<file path="src/sv/cms_pkg.sv">
`default_nettype none

package cms_pkg;

  localparam int unsigned PayloadLen = 7;
  localparam int unsigned FrameLen   = 8;
  localparam int unsigned IdxW       = $clog2(PayloadLen);
  localparam int unsigned CntW       = $clog2(PayloadLen + 1);
  localparam int unsigned BeatW      = $clog2(FrameLen);

  localparam logic [7:0] HdrSingle = 8'hC8;
  localparam logic [7:0] HdrFirst  = 8'h8F;
  localparam logic [7:0] HdrMiddle = 8'h08;
  localparam logic [7:0] HdrLast   = 8'h48;

  localparam logic [CntW-1:0]  CountFull = CntW'(PayloadLen);
  localparam logic [BeatW-1:0] BeatLast  = BeatW'(FrameLen - 1);

  // Program steps of the sequencer.
  typedef enum logic [1:0] {
    S_IDLE,
    S_FULL,
    S_HOLD,
    S_END
  } step_t;

  // Jump conditions evaluated at the end of a step.
  typedef enum logic [1:0] {
    J_INPUT,
    J_FRAME,
    J_FIN
  } jump_t;

  typedef struct packed {
    logic  take_in;
    logic  emit;
    logic  last_frame;
    logic  store_hold;
    jump_t cond;
    step_t nxt_a;
    step_t nxt_b;
  } ctl_t;

  typedef struct packed {
    logic full;
    logic fin;
    logic frame_done;
  } stat_t;

  // Microcode store: one control word for each program step.
  function automatic ctl_t ucode(input step_t s);
    ctl_t c;
    c = '{take_in: 1'b0, emit: 1'b0, last_frame: 1'b0, store_hold: 1'b0,
          cond: J_INPUT, nxt_a: S_IDLE, nxt_b: S_IDLE};
    case (s)
      S_IDLE: begin
        c.take_in = 1'b1;
        c.cond    = J_INPUT;
        c.nxt_a   = S_FULL;
        c.nxt_b   = S_END;
      end
      S_FULL: begin
        c.emit  = 1'b1;
        c.cond  = J_FRAME;
        c.nxt_a = S_HOLD;
      end
      S_HOLD: begin
        c.store_hold = 1'b1;
        c.cond       = J_FIN;
        c.nxt_a      = S_IDLE;
        c.nxt_b      = S_END;
      end
      S_END: begin
        c.emit       = 1'b1;
        c.last_frame = 1'b1;
        c.cond       = J_FRAME;
        c.nxt_a      = S_IDLE;
      end
      default: begin
        c.cond = J_INPUT;
      end
    endcase
    return c;
  endfunction

endpackage

`default_nettype wire

</file>
<file path="src/sv/cms_seq.sv">
`default_nettype none

module cms_seq (
  input  wire logic          clk,
  input  wire logic          rst_n,
  input  wire logic          in_tvalid,
  input  wire logic          in_tlast,
  input  wire cms_pkg::stat_t stat,
  output cms_pkg::ctl_t      ctl
);
  import cms_pkg::*;

  step_t step_r;
  step_t step_nxt;

  always_ff @(posedge clk) begin
    if (!rst_n) begin
      step_r <= S_IDLE;
    end else begin
      step_r <= step_nxt;
    end
  end

  always_comb begin
    ctl = ucode(step_r);
  end

  always_comb begin
    step_nxt = step_r;
    case (ctl.cond)
      J_INPUT: begin
        if (in_tvalid) begin
          if (stat.full) begin
            step_nxt = ctl.nxt_a;
          end else if (in_tlast) begin
            step_nxt = ctl.nxt_b;
          end
        end
      end
      J_FRAME: begin
        if (stat.frame_done) begin
          step_nxt = ctl.nxt_a;
        end
      end
      J_FIN: begin
        step_nxt = stat.fin ? ctl.nxt_b : ctl.nxt_a;
      end
      default: begin
        step_nxt = S_IDLE;
      end
    endcase
  end

endmodule

`default_nettype wire

</file>
<file path="src/sv/cms_datapath.sv">
`default_nettype none

module cms_datapath (
  input  wire logic          clk,
  input  wire logic          rst_n,
  input  wire cms_pkg::ctl_t ctl,
  output cms_pkg::stat_t     stat,
  input  wire logic          in_tvalid,
  input  wire logic [7:0]    in_tdata,
  input  wire logic          in_tlast,
  output logic               out_tvalid,
  input  wire logic          out_tready,
  output logic [7:0]         out_tdata,
  output logic               out_tlast,
  output logic [1:0]         out_tuser
);
  import cms_pkg::*;

  logic [7:0]       pend_r [PayloadLen];
  logic [7:0]       hold_r;
  logic             fin_r;
  logic [CntW-1:0]  count_r, count_nxt;
  logic             sent_r, sent_nxt;
  logic [2:0]       seq_r, seq_nxt;
  logic [BeatW-1:0] beat_r, beat_nxt;

  logic             out_valid_r, out_valid_nxt;
  logic [7:0]       out_byte_r;
  logic             out_fend_r, out_mend_r, out_rend_r;

  logic             accept;
  logic             store_in;
  logic             emit_go;
  logic             frame_done;
  logic [IdxW-1:0]  pidx;
  logic [7:0]       hdr_full, hdr_end, beat_byte;

  assign accept     = in_tvalid && ctl.take_in;
  assign store_in   = accept && (count_r != CountFull);
  assign emit_go    = ctl.emit && (!out_valid_r || out_tready);
  assign frame_done = emit_go && (beat_r == BeatLast);

  assign stat = '{full: (count_r == CountFull), fin: fin_r, frame_done: frame_done};

  // Payload position of the current beat; the header beat never reads it.
  assign pidx = IdxW'(beat_r - BeatW'(1));

  assign hdr_full = sent_r ? (HdrMiddle + {5'd0, seq_r}) : HdrFirst;
  assign hdr_end  = (sent_r ? HdrLast : HdrSingle) + 8'(count_r);

  always_comb begin
    if (beat_r == '0) begin
      beat_byte = ctl.last_frame ? hdr_end : hdr_full;
    end else if (CntW'(pidx) < count_r) begin
      beat_byte = pend_r[pidx];
    end else begin
      beat_byte = 8'd0;
    end
  end

  always_comb begin
    count_nxt = count_r;
    sent_nxt  = sent_r;
    seq_nxt   = seq_r;
    beat_nxt  = emit_go ? beat_r + BeatW'(1) : beat_r;
    if (store_in) begin
      count_nxt = count_r + CntW'(1);
    end
    if (ctl.store_hold) begin
      count_nxt = CntW'(1);
    end
    if (frame_done) begin
      if (ctl.last_frame) begin
        count_nxt = '0;
        sent_nxt  = 1'b0;
        seq_nxt   = '0;
      end else begin
        sent_nxt = 1'b1;
        if (sent_r) begin
          seq_nxt = seq_r + 3'd1;
        end
      end
    end
  end

  always_comb begin
    if (emit_go) begin
      out_valid_nxt = 1'b1;
    end else if (out_tready) begin
      out_valid_nxt = 1'b0;
    end else begin
      out_valid_nxt = out_valid_r;
    end
  end

  always_ff @(posedge clk) begin
    if (!rst_n) begin
      count_r     <= '0;
      sent_r      <= 1'b0;
      seq_r       <= '0;
      beat_r      <= '0;
      out_valid_r <= 1'b0;
    end else begin
      count_r     <= count_nxt;
      sent_r      <= sent_nxt;
      seq_r       <= seq_nxt;
      beat_r      <= beat_nxt;
      out_valid_r <= out_valid_nxt;
    end
  end

  always_ff @(posedge clk) begin
    if (store_in) begin
      pend_r[IdxW'(count_r)] <= in_tdata;
    end else if (ctl.store_hold) begin
      pend_r[0] <= hold_r;
    end
    if (accept) begin
      hold_r <= in_tdata;
      fin_r  <= in_tlast;
    end
    if (emit_go) begin
      out_byte_r <= beat_byte;
      out_fend_r <= (beat_r == BeatLast);
      out_mend_r <= (beat_r == BeatLast) && ctl.last_frame;
      // A full frame ends the word's results unless a last frame follows.
      out_rend_r <= (beat_r == BeatLast) && (ctl.last_frame || !fin_r);
    end
  end

  assign out_tvalid = out_valid_r;
  assign out_tdata  = out_byte_r;
  assign out_tlast  = out_fend_r;
  assign out_tuser  = {out_rend_r, out_mend_r};

`ifndef SYNTHESIS
  a_run_end_on_frame_end: assert property (@(posedge clk) disable iff (!rst_n)
    out_valid_r && out_rend_r |-> out_fend_r)
    else $error("run end flagged away from a frame end");

  a_full_frame_has_seven: assert property (@(posedge clk) disable iff (!rst_n)
    ctl.emit && !ctl.last_frame |-> count_r == CountFull)
    else $error("full frame started without seven held bytes");

  a_message_clears: assert property (@(posedge clk) disable iff (!rst_n)
    frame_done && ctl.last_frame |=> count_r == '0 && !sent_r && seq_r == '0)
    else $error("message state not cleared after its last frame");
`endif

endmodule

`default_nettype wire

</file>
<file path="src/sv/can_message_segmenter.sv">
// Non-final word while fewer than seven bytes are held: taken and held, no output.
// Word arriving with seven bytes held: the full frame is sent, then the word is stored.
// Final word: one eight-beat frame (sixteen if seven held), one beat per cycle unless stalled.
// Each beat is registered in the output register, which holds it while out_tready is low.
// Reset (rst_n low, synchronous) empties the hold and clears the sequence state.
`default_nettype none

module can_message_segmenter (
  input  wire logic       clk,
  input  wire logic       rst_n,
  input  wire logic       in_tvalid,
  output logic            in_tready,
  input  wire logic [7:0] in_tdata,   // data_byte
  input  wire logic       in_tlast,   // final_byte
  output logic            out_tvalid,
  input  wire logic       out_tready,
  output logic [7:0]      out_tdata,  // frame_byte
  output logic            out_tlast,  // frame_end
  output logic [1:0]      out_tuser   // run_end, message_end
);
  import cms_pkg::*;

  ctl_t  ctl;
  stat_t stat;

  cms_seq u_seq (
    .clk       (clk),
    .rst_n     (rst_n),
    .in_tvalid (in_tvalid),
    .in_tlast  (in_tlast),
    .stat      (stat),
    .ctl       (ctl)
  );

  cms_datapath u_dp (
    .clk        (clk),
    .rst_n      (rst_n),
    .ctl        (ctl),
    .stat       (stat),
    .in_tvalid  (in_tvalid),
    .in_tdata   (in_tdata),
    .in_tlast   (in_tlast),
    .out_tvalid (out_tvalid),
    .out_tready (out_tready),
    .out_tdata  (out_tdata),
    .out_tlast  (out_tlast),
    .out_tuser  (out_tuser)
  );

  assign in_tready = ctl.take_in;

endmodule

`default_nettype wire
</file>
<file path="config.mk">
export PLATFORM = sky130hd
export DESIGN_NAME = can_message_segmenter
export DESIGN_NICKNAME = d
export VERILOG_FILES = /design/src/sv/cms_pkg.sv /design/src/sv/cms_seq.sv /design/src/sv/cms_datapath.sv /design/src/sv/can_message_segmenter.sv
export SDC_FILE = /design/constraint.sdc
export NUM_CORES = 1
export LEC_CHECK = 0
export BUFFER_PORTS_ARGS = -buffer_cell sky130_fd_sc_hd__buf_2
export CAP_MARGIN = 20
export CORE_MARGIN = 2
export CORE_UTILIZATION = 50
export DETAILED_ROUTE_END_ITERATION = 7
export PLACE_DENSITY = 0.79
export SLEW_MARGIN = 25
export SYNTH_ARGS = -nofsm -noshare
export SYNTH_HDL_FRONTEND = slang
export SYNTH_SLANG_ARGS = --single-unit
</file>
<file path="constraint.sdc">
create_clock -name clk -period 2.5 [get_ports clk]
set_input_delay 0.5 -clock clk [delete_from_list [all_inputs] [get_ports clk]]
set_output_delay 0.5 -clock clk [all_outputs]
set_load 0.01 [all_outputs]
</file>
# After elaboration in Yosys (flattened, before gate mapping)
# Memories as Yosys holds them, arrays and structs flattened.
# Cells that the tools add are included.
# Widths: inputs -> output; s select.
word_totals:
  ff_bits: 33
  ram_bits: 56
  inputBits: 13
  out_inout_bits: 13
  word_cells: 85
  memories: 1
classes:
  addsub: 6
  order_cmp: 1
  n_eq_ne: 11
  n_mux: 34
  reduce_logical: 20
mem_list:
  columns: ["name", "depth", "width", "read_ports", "rd_ports_with_merged_regs", "write_ports", "line_no", "text"]
  rows:
  - ["u_dp.pend_r", 7, 8, 1, 0, 1, "cms_datapath.sv:19", "logic [7:0] pend_r [PayloadLen];"]
op_table:
  columns: ["cell", "n"]
  rows:
  - ["$mux 8", 6]
  - ["$mux 3", 7]
  - ["$pmux 4 s4", 1]
  - ["$mux 1", 13]
  - ["$mux 2", 6]
  - ["$add 3x1->3 const B", 3]
  - ["$add 8x3->8", 1]
  - ["$reduce_or 8->1", 1]
  - ["$eq 2x2->1 const B", 3]
  - ["$eq 3x3->1 const B", 2]
  - ["$logic_and 1x1->1", 6]
  - ["$ne 3x3->1 const B", 2]
  - ["$pmux 2 s3", 1]
  - ["$add 4x3->5 const A", 1]
  - ["$eq 2x1->1 const B", 2]
  - ["$logic_not 2->1", 2]
  - ["$reduce_bool 2->1", 2]
  - ["$reduce_or 2->1", 2]
  - ["$logic_not 3->1", 1]
  - ["$lt 3x3->1", 1]
  - ["$reduce_and 3->1", 1]
  - ["$sub 3x1->3 const B", 1]
  - ["$logic_not 1->1", 2]
  - ["$logic_or 1x1->1", 2]
  - ["3 further kinds", 3]

# Logic depth before layout (Yosys ltp)
# Gate-level depths: netlist (run 1).
logic_depth:
  depth_word: 8
  mapped_depth: 10
  depth_no_buf: 8

# Cells and area by module
# Synthesis (run 1) repeated with hierarchy kept, for this count alone.
unflattened:
  hier_cells: 254
  hier_area_um2: 3833.7
modules_own_cells:
  columns: ["module", "instances", "cells_each", "area_per_inst_um2", "seq_area_each_um2"]
  rows:
  - ["cms_datapath", 1, 233, 3672.3, 2502.4]
  - ["cms_seq", 1, 21, 161.4, 40.0]

# Least setup slack after synthesis (run 1)
# No wires, ideal clock.
synth_timing:
  kind: "reg-to-reg"
  start: "register u_dp.beat_r[0]"
  end: "register u_dp.out_byte_r[0] (netlist: u_dp.out_tdata[0]), data pin"
  setup_ns: 0.261
  arrival_ns: 2.157
  required_time_ns: 2.239
  path_slack_ns: 0.082
  path_stages_with_launch: 10
  path_buffers: 1
  period_less_slack_ns: 2.418
  path_cell_list: "dfxtp_1 -> buf_6 -> inv_1 -> ha_1 -> clkinv_1 -> ha_1 -> o21ai_0 -> o211ai_2 -> nor2_1 -> a221o_1"
synth_via:
  elab_chain_len: 4
  word_cells_on_any_way: 6
  classes_between: "add/sub: 1; order compare: 1; mux: 2; reduce/logical: 1; memory: 1"
synth_lines:
  columns: ["element", "line_no", "text"]
  rows:
  - ["start, declared", "cms_datapath.sv:25", "logic [BeatW-1:0] beat_r, beat_nxt;"]
  - ["start signal, assigned", "cms_datapath.sv:107", "beat_r <= beat_nxt;"]
  - ["$sub 3x1->3 *", "cms_datapath.sv:46", "assign pidx = IdxW'(beat_r - BeatW'(1));"]
  - ["named net u_dp.pidx[0]", "cms_datapath.sv:35", "logic [IdxW-1:0] pidx;"]
  - ["$mem_v2 7x8 / $lt 3x3->1 (equally long branches)", null, null]
  - ["$mux 8 *", "cms_datapath.sv:54", "end else if (CntW'(pidx) < count_r) begin"]
  - ["$mux 8 *", "cms_datapath.sv:52", "if (beat_r == '0) begin"]
  - ["named net u_dp.beat_byte[0]", "cms_datapath.sv:36", "logic [7:0] hdr_full, hdr_end, beat_byte;"]
  - ["end signal, assigned", "cms_datapath.sv:123", "out_byte_r <= beat_byte;"]
  - ["end, declared", "cms_datapath.sv:28", "logic [7:0] out_byte_r;"]
# Mark *: on every way through the listed nets, which the timed path passes. The rest lies on a longest branch.
# A chain may end at the register's enable or synchronous reset.

# Worst setup path after layout (run 1)
# Same ends and word-level chain as after synthesis.

==> results_dict.tcl, run 1 <==
set metrics [dict create \
    crit_end "u_dp.out_tdata[0]$_DFFE_PP_" \
    p_per_area_nw_per_um2 745 \
    cts_resized 0 \
    yosysTopAreaCell "edfxtp_1" \
    startpoint "u_dp.beat_r[0]$_SDFFE_PN0P_" \
    areaGrowthSynthToFinish_pct 12.2 \
    fin_total_pwr_mw 3.18 \
    wl_per_cell_um 16.6 \
    crit_path_cell_trace "inv_1 -> ha_1 -> clkinv_1 -> ha_1 -> o21ai_0 -> o211ai_2 -> nor2_1 -> a221o_1" \
    fin_setup_tns_ps 0 \
    nNetsFinal 329 \
    syn_area_um2 3800 \
    slew_headroom_pct 62.7 \
    p_leak_nw 1.57 \
    ant_nets 0 \
    cp_max_fo 6 \
    synth.net_count 293 \
    required_ps 2600 \
    slowest_delay_ps 340 \
    worstRegToRegCells 8 \
    syn_inst 271 \
    fmax_mhz 441 \
    dpl.cell_count 395 \
    die_y_um 91.2 \
    synth_top_family_by_area "simple AND/OR/NAND/NOR gates" \
    cts_setup_buffers 0 \
    cp_top_family "compound AO/OA/AOI/OAI gates" \
    grt.total_usage_pct 17.4 \
    crit_slowest_cell "dfxtp_1" \
    numPortBuffers 25 \
    maxSlewViolCount 0 \
    drv_cap 0 \
    rsz0062_at_grt "no" \
    clk_pin_slew_ps 90 \
    cp-start-kind "flip-flop" \
    drt-initial-drc-count 207 \
    synth_compound_area_share_pct 7.43 \
    numCtsBuffers 9 \
    setup_violations 0 \
    antenna_cells 0 \
    row_count 31 \
    worstHoldPathType "input pin to flip-flop" \
    synth_adder_area_share_pct 2.96 \
    yosys-top-cells-area "edfxtp_1 (60%), dfxtp_1 (6.8%), nand2_1 (4.1%), mux4_1 (3.5%), ha_1 (3.0%)" \
    ys_seq_area_share_pct 66.8 \
    antenna_found_initial 0 \
    synth_xor_area_share_pct 0.921 \
    r2r_slack_ps 230 \
    clockRootBuffer "clkbuf_8" \
    synthSimpleGateAreaFrac_pct 10.0 \
    dp_hpwl_um 4480 \
    fin_cells 411 \
    cp.depth 8 \
    drc 0 \
    io_pins 26 \
    finClkSkew_ps 9.89 \
    cts_max_path_buffers 2 \
    muxShareOfSynthArea_pct 8.78 \
    r2r_start "u_dp.beat_r[0]$_SDFFE_PN0P_" \
    htreeDepth 3 \
    drive_gt1_share_pct 20.8 \
    synth_top_area_share_pct 60.0 \
    num-fill-cells 580 \
    max-vdd-ir-drop_uv 420 \
    viasPerCell 5.43 \
    crit_path_frequent_cell "ha_1" \
    gr-total-overflow 0 \
    clock_latency_ps 350 \
    gp_congestion 0.785 \
    run_status "completed" \
    die_x_um 91.2 \
    grt_pass1_wl_um 10700 \
    avgSynthCellArea_um2 14.0 \
    cts_sinks 89 \
    netlist-cell-type-count 41 \
    synthArstFlopShare_pct 0 \
    grt_pass1_vias 2113 \
    ys_ff_latch 89 \
    r2r_end "u_dp.out_tdata[0]$_DFFE_PP_" \
    finalCriticalPeriod_ps 2270 \
    hold_viol_final 0 \
    setup.worst_path.end_class "flip-flop" \
    firstDrtPassIters 4 \
    core_um2 7290 \
    grt_max_degree 21 \
    ctsHoldBuffers 0 \
    tightest_slew_ps 558 \
    synth_flop_cell "edfxtp_1" \
    finalCritPeriodShare_pct 90.7 \
    via_count 2232 \
    cts_tree "yes" \
    synth-edff-count 76 \
    path_buf_inv 2 \
    synth.yosys.warnings 0 \
    crit_arrival_ps 2370 \
    start_util_pct 52.2 \
    die-area_um2 8320 \
    wirelength_um 6820 \
    critical_path_class "flip-flop to flip-flop" \
]
-- cells in the mapped netlist (all sizes together) (6+ instances only) --
| library cell | n |
|---|---|
| o21ai | 13 |
| mux2i | 9 |
| nand3 | 7 |
| inv | 10 |
| buf | 8 |
| ha | 9 |
| nand2 | 42 |
| a21oi | 13 |
| dfxtp | 13 |
| mux4 | 8 |
| a21boi | 6 |
| edfxtp | 76 |
| nor2 | 16 |
-- cell usage in the layout (no fill, tap or decap), types with 9 or more instances in the layout --
cell / Yosys / routed
nand2_1: 42 / 42
inv_1: 10 / 10
ha_1: 9 / 9
clkbuf_8: 0 / 9
edfxtp_1: 76 / 76
a21oi_1: 13 / 13
nor2_1: 16 / 16
buf_2: 4 / 25
dfxtp_1: 13 / 13
buf_4: 2 / 12
o21ai_0: 13 / 13
mux2i_1: 9 / 9
-- metal layers --
layer | part of all wire, % | global-route usage (%)
met1 | 45 | 21.7
met2 | 49 | 29.0
met3 | 3.6 | 3.15
met4 | 2.5 | 9.34
met5 | 0 | 0
-- state kept, by name, summed over array words and instances, names as in the netlist --
| signal | cells |
|---|---|
| u_dp.hold_r | 8 |
| u_dp.beat_r | 3 |
| u_dp.out_mend_r | 1 |
| u_dp.pend_r | 56 |
| u_dp.seq_r | 3 |
| u_dp.out_tlast | 1 |
| u_dp.out_rend_r | 1 |
| u_dp.out_tdata | 8 |
| u_dp.count_r | 3 |
| u_dp.fin_r | 1 |
| u_seq.step_r | 2 |
| u_dp.sent_r | 1 |
| u_dp.out_tvalid | 1 |
-- final cells by class --
cell class / instances / area, um2 / share of cell area [%]
Timing Repair Buffer: 37 / 215 / 5.04
Inverter: 11 / 41.3 / 0.967
Multi-Input combinational cell: 159 / 1140 / 26.8
Clock buffer: 9 / 124 / 2.90
Clock inverter: 7 / 76.3 / 1.79
Tap cell: 99 / 124 / 2.90
Sequential cell: 89 / 2540 / 59.6
-- metrics by stage --
step / instance area, um2 / util [%] / setup slack [ps] / hold slack [ps]
final: 4270 / 58.5 / 234 / 335
after global routing: 4270 / 58.5 / 83.5 / 325
after CTS: 4270 / 58.5 / 292 / 323
after detailed placement: 4070 / 55.8 / 313 / 491
after global placement: 4070 / 55.8 / 335 / 472
after floorplan: 3800 / - / 82.0 / 453
-- worst min path at each step --
stage                                           from                         end  cells past startpoint
after CTS                                in_tdata[4]    u_dp.hold_r[4]$_DFFE_PP_                      1
after global routing                     in_tdata[4]    u_dp.hold_r[4]$_DFFE_PP_                      1
after detailed placement  u_dp.seq_r[2]$_SDFFE_PN0P_  u_dp.seq_r[2]$_SDFFE_PN0P_                      2
after floorplan           u_dp.seq_r[2]$_SDFFE_PN0P_  u_dp.seq_r[2]$_SDFFE_PN0P_                      2
after global placement    u_dp.seq_r[2]$_SDFFE_PN0P_  u_dp.seq_r[2]$_SDFFE_PN0P_                      2
final                                    in_tdata[4]    u_dp.hold_r[4]$_DFFE_PP_                      1
-- power by group --
group          internal [mW]  switching, mW
Sequential              1.72         0.0427
Clock                  0.472          0.511
Combinational          0.170          0.261
Total                   2.36          0.814
-- worst register-to-register path, stage by stage (launching register included) --
cell and delay, ps:
dfxtp_1 340, inv_1 80, ha_1 310, clkinv_1 80, ha_1 280, o21ai_0 150, o211ai_2 290, nor2_1 130
a221o_1 340
-- cells by family after synthesis --
group	count (synthesis)
flops	89
fa+ha+maj	9
buf+inv	23
mux	21
simple gates	81
xor+xnor	4
compound gates	44
Note: power is estimated with default switching activity, not from simulation.
==> run 2: changes to the inputs <==
Settings changed: BUFFER_PORTS_ARGS -buffer_cell sky130_fd_sc_hd__buf_2 to -buffer_cell sky130_fd_sc_hd__buf_4.
==> results_dict.tcl, run 2 (synthesis gave the netlist of run 1 again) <==
set metrics [dict create \
    run_status "completed" \
    ant_nets 0 \
    slew_headroom_pct 60.3 \
    worstRegToRegCells 6 \
    grt_pass1_wl_um 10700 \
    wl_per_cell_um 16.3 \
    die_x_um 91.2 \
    htreeDepth 3 \
    grt.total_usage_pct 17.5 \
    largest_reg_flops 56 \
    p_leak_nw 1.57 \
    antenna_cells 0 \
    dp_hpwl_um 4680 \
    antenna_found_initial 0 \
    row_count 31 \
    layout_commonest_cell "edfxtp_1" \
    max_flop_register "u_dp.pend_r" \
    cts_setup_buffers 0 \
    final_util_pct 58.9 \
    cp-start-kind "flip-flop" \
    p_switching_mw 0.783 \
    cts_tree "yes" \
    r2r_end "u_dp.pend_r[0][1]$_DFFE_PP_" \
    seq_power_share_pct 57.9 \
    areaGrowthSynthToFinish_pct 12.8 \
    finalWorstSetupSlack_ps 250 \
    maxSlewViolCount 0 \
    intPower_mw 2.27 \
    cts_sinks 89 \
    wirelength_um 6690 \
    fin_total_pwr_mw 3.05 \
    critical_path_class "flip-flop to flip-flop" \
    via_count 2202 \
    die_y_um 91.2 \
    fin_setup_tns_ps 0 \
    setup.worst_path.end_class "flip-flop" \
    firstDrtPassIters 4 \
    numPortBuffers 25 \
    clk_pin_slew_ps 90 \
    combPwrFrac_pct 14.3 \
    drive_gt1_share_pct 19.6 \
    nNetsFinal 329 \
    cp_max_fo 9 \
    die-area_um2 8320 \
    finalCriticalPeriod_ps 2250 \
    holdPathEnd "u_dp.hold_r[3]$_DFFE_PP_" \
    tightest_slew_ps 595 \
    worstHoldPathType "input pin to flip-flop" \
    gp_congestion 0.762 \
    drt-initial-drc-count 137 \
    num-fill-cells 585 \
    setup_violations 0 \
    finalCritPeriodShare_pct 90.0 \
    whs_path_depth 1 \
    power.share.clock_pct 27.7 \
    grt_max_degree 21 \
    layout_common_cells "edfxtp_1 (76), nand2_1 (42), buf_4 (37)" \
    dpl.cell_count 395 \
    hold_slack_ps 326 \
    io_pins 26 \
    clock_latency_ps 350 \
    drc 0 \
    netSwitchingFraction_pct 25.7 \
    hold_path_startpoint "in_tdata[3]" \
    ctsHoldBuffers 0 \
    max-vdd-ir-drop_uv 289 \
    required_ps 2560 \
    hold_viol_final 0 \
    placed_cell_area_um2 4130 \
    viasPerCell 5.37 \
    rsz0062_at_grt "no" \
    clockRootBuffer "clkbuf_8" \
    r2r_slack_ps 250 \
    fin_cells 410 \
    numCtsBuffers 9 \
    start_util_pct 52.2 \
    drv_cap 0 \
    cts_max_path_buffers 2 \
    finClkSkew_ps 12.9 \
    grt_pass1_vias 2105 \
    gr-total-overflow 0 \
    core_um2 7290 \
    crit_arrival_ps 2310 \
    p_per_area_nw_per_um2 711 \
    final_area_um2 4290 \
    place_ws_ps 314 \
    r2r_start "u_dp.count_r[0]$_SDFF_PN0_" \
    cts_resized 0 \
    fmax_mhz 445 \
]
run 2: per-layer routing:
layer  track usage (%)  share of wire [%]
met5                 0                  0
met4              9.72                2.3
met3              4.32                6.0
met2              26.5                 48
met1              23.2                 44
run 2: area by class of cell:
class,count,area (um2),area share [%]
multi-input combinational,159,1140,26.7
tap,99,124,2.89
inverter,11,41.3,0.962
timing repair buffer,37,278,6.47
sequential,89,2540,59.2
clock inverter,4,30.0,0.700
clock buffer,11,131,3.06
run 2: worst max path at each step:
stage	start	endpoint
2_1_floorplan	u_dp.beat_r[0]$_SDFFE_PN0P_	u_dp.out_tdata[0]$_DFFE_PP_
3_3_place_gp	u_dp.count_r[0]$_SDFF_PN0_	u_dp.pend_r[0][7]$_DFFE_PP_
3_5_place_dp	u_dp.count_r[0]$_SDFF_PN0_	u_dp.pend_r[0][7]$_DFFE_PP_
4_1_cts	u_dp.count_r[0]$_SDFF_PN0_	u_dp.pend_r[0][2]$_DFFE_PP_
5_1_grt	u_dp.count_r[0]$_SDFF_PN0_	u_dp.pend_r[0][2]$_DFFE_PP_
6_report	u_dp.count_r[0]$_SDFF_PN0_	u_dp.pend_r[0][1]$_DFFE_PP_
run 2: critical path: stages, from the launching register on:
cell	delay, ps
dfxtp_1	430
ha_1	260
ha_1	230
nor4b_4	400
nand2_1	180
o31ai_1	240
buf_4	220
run 2: power by group through the flow:
stage	combinational (mW)	sequential [mW]	clock [mW]
after floorplan	0.315	1.78	0
after global placement	0.429	1.80	0
after detailed placement	0.441	1.80	0
after CTS	0.442	1.77	0.860
after global routing	0.489	1.78	0.924
final	0.437	1.77	0.846
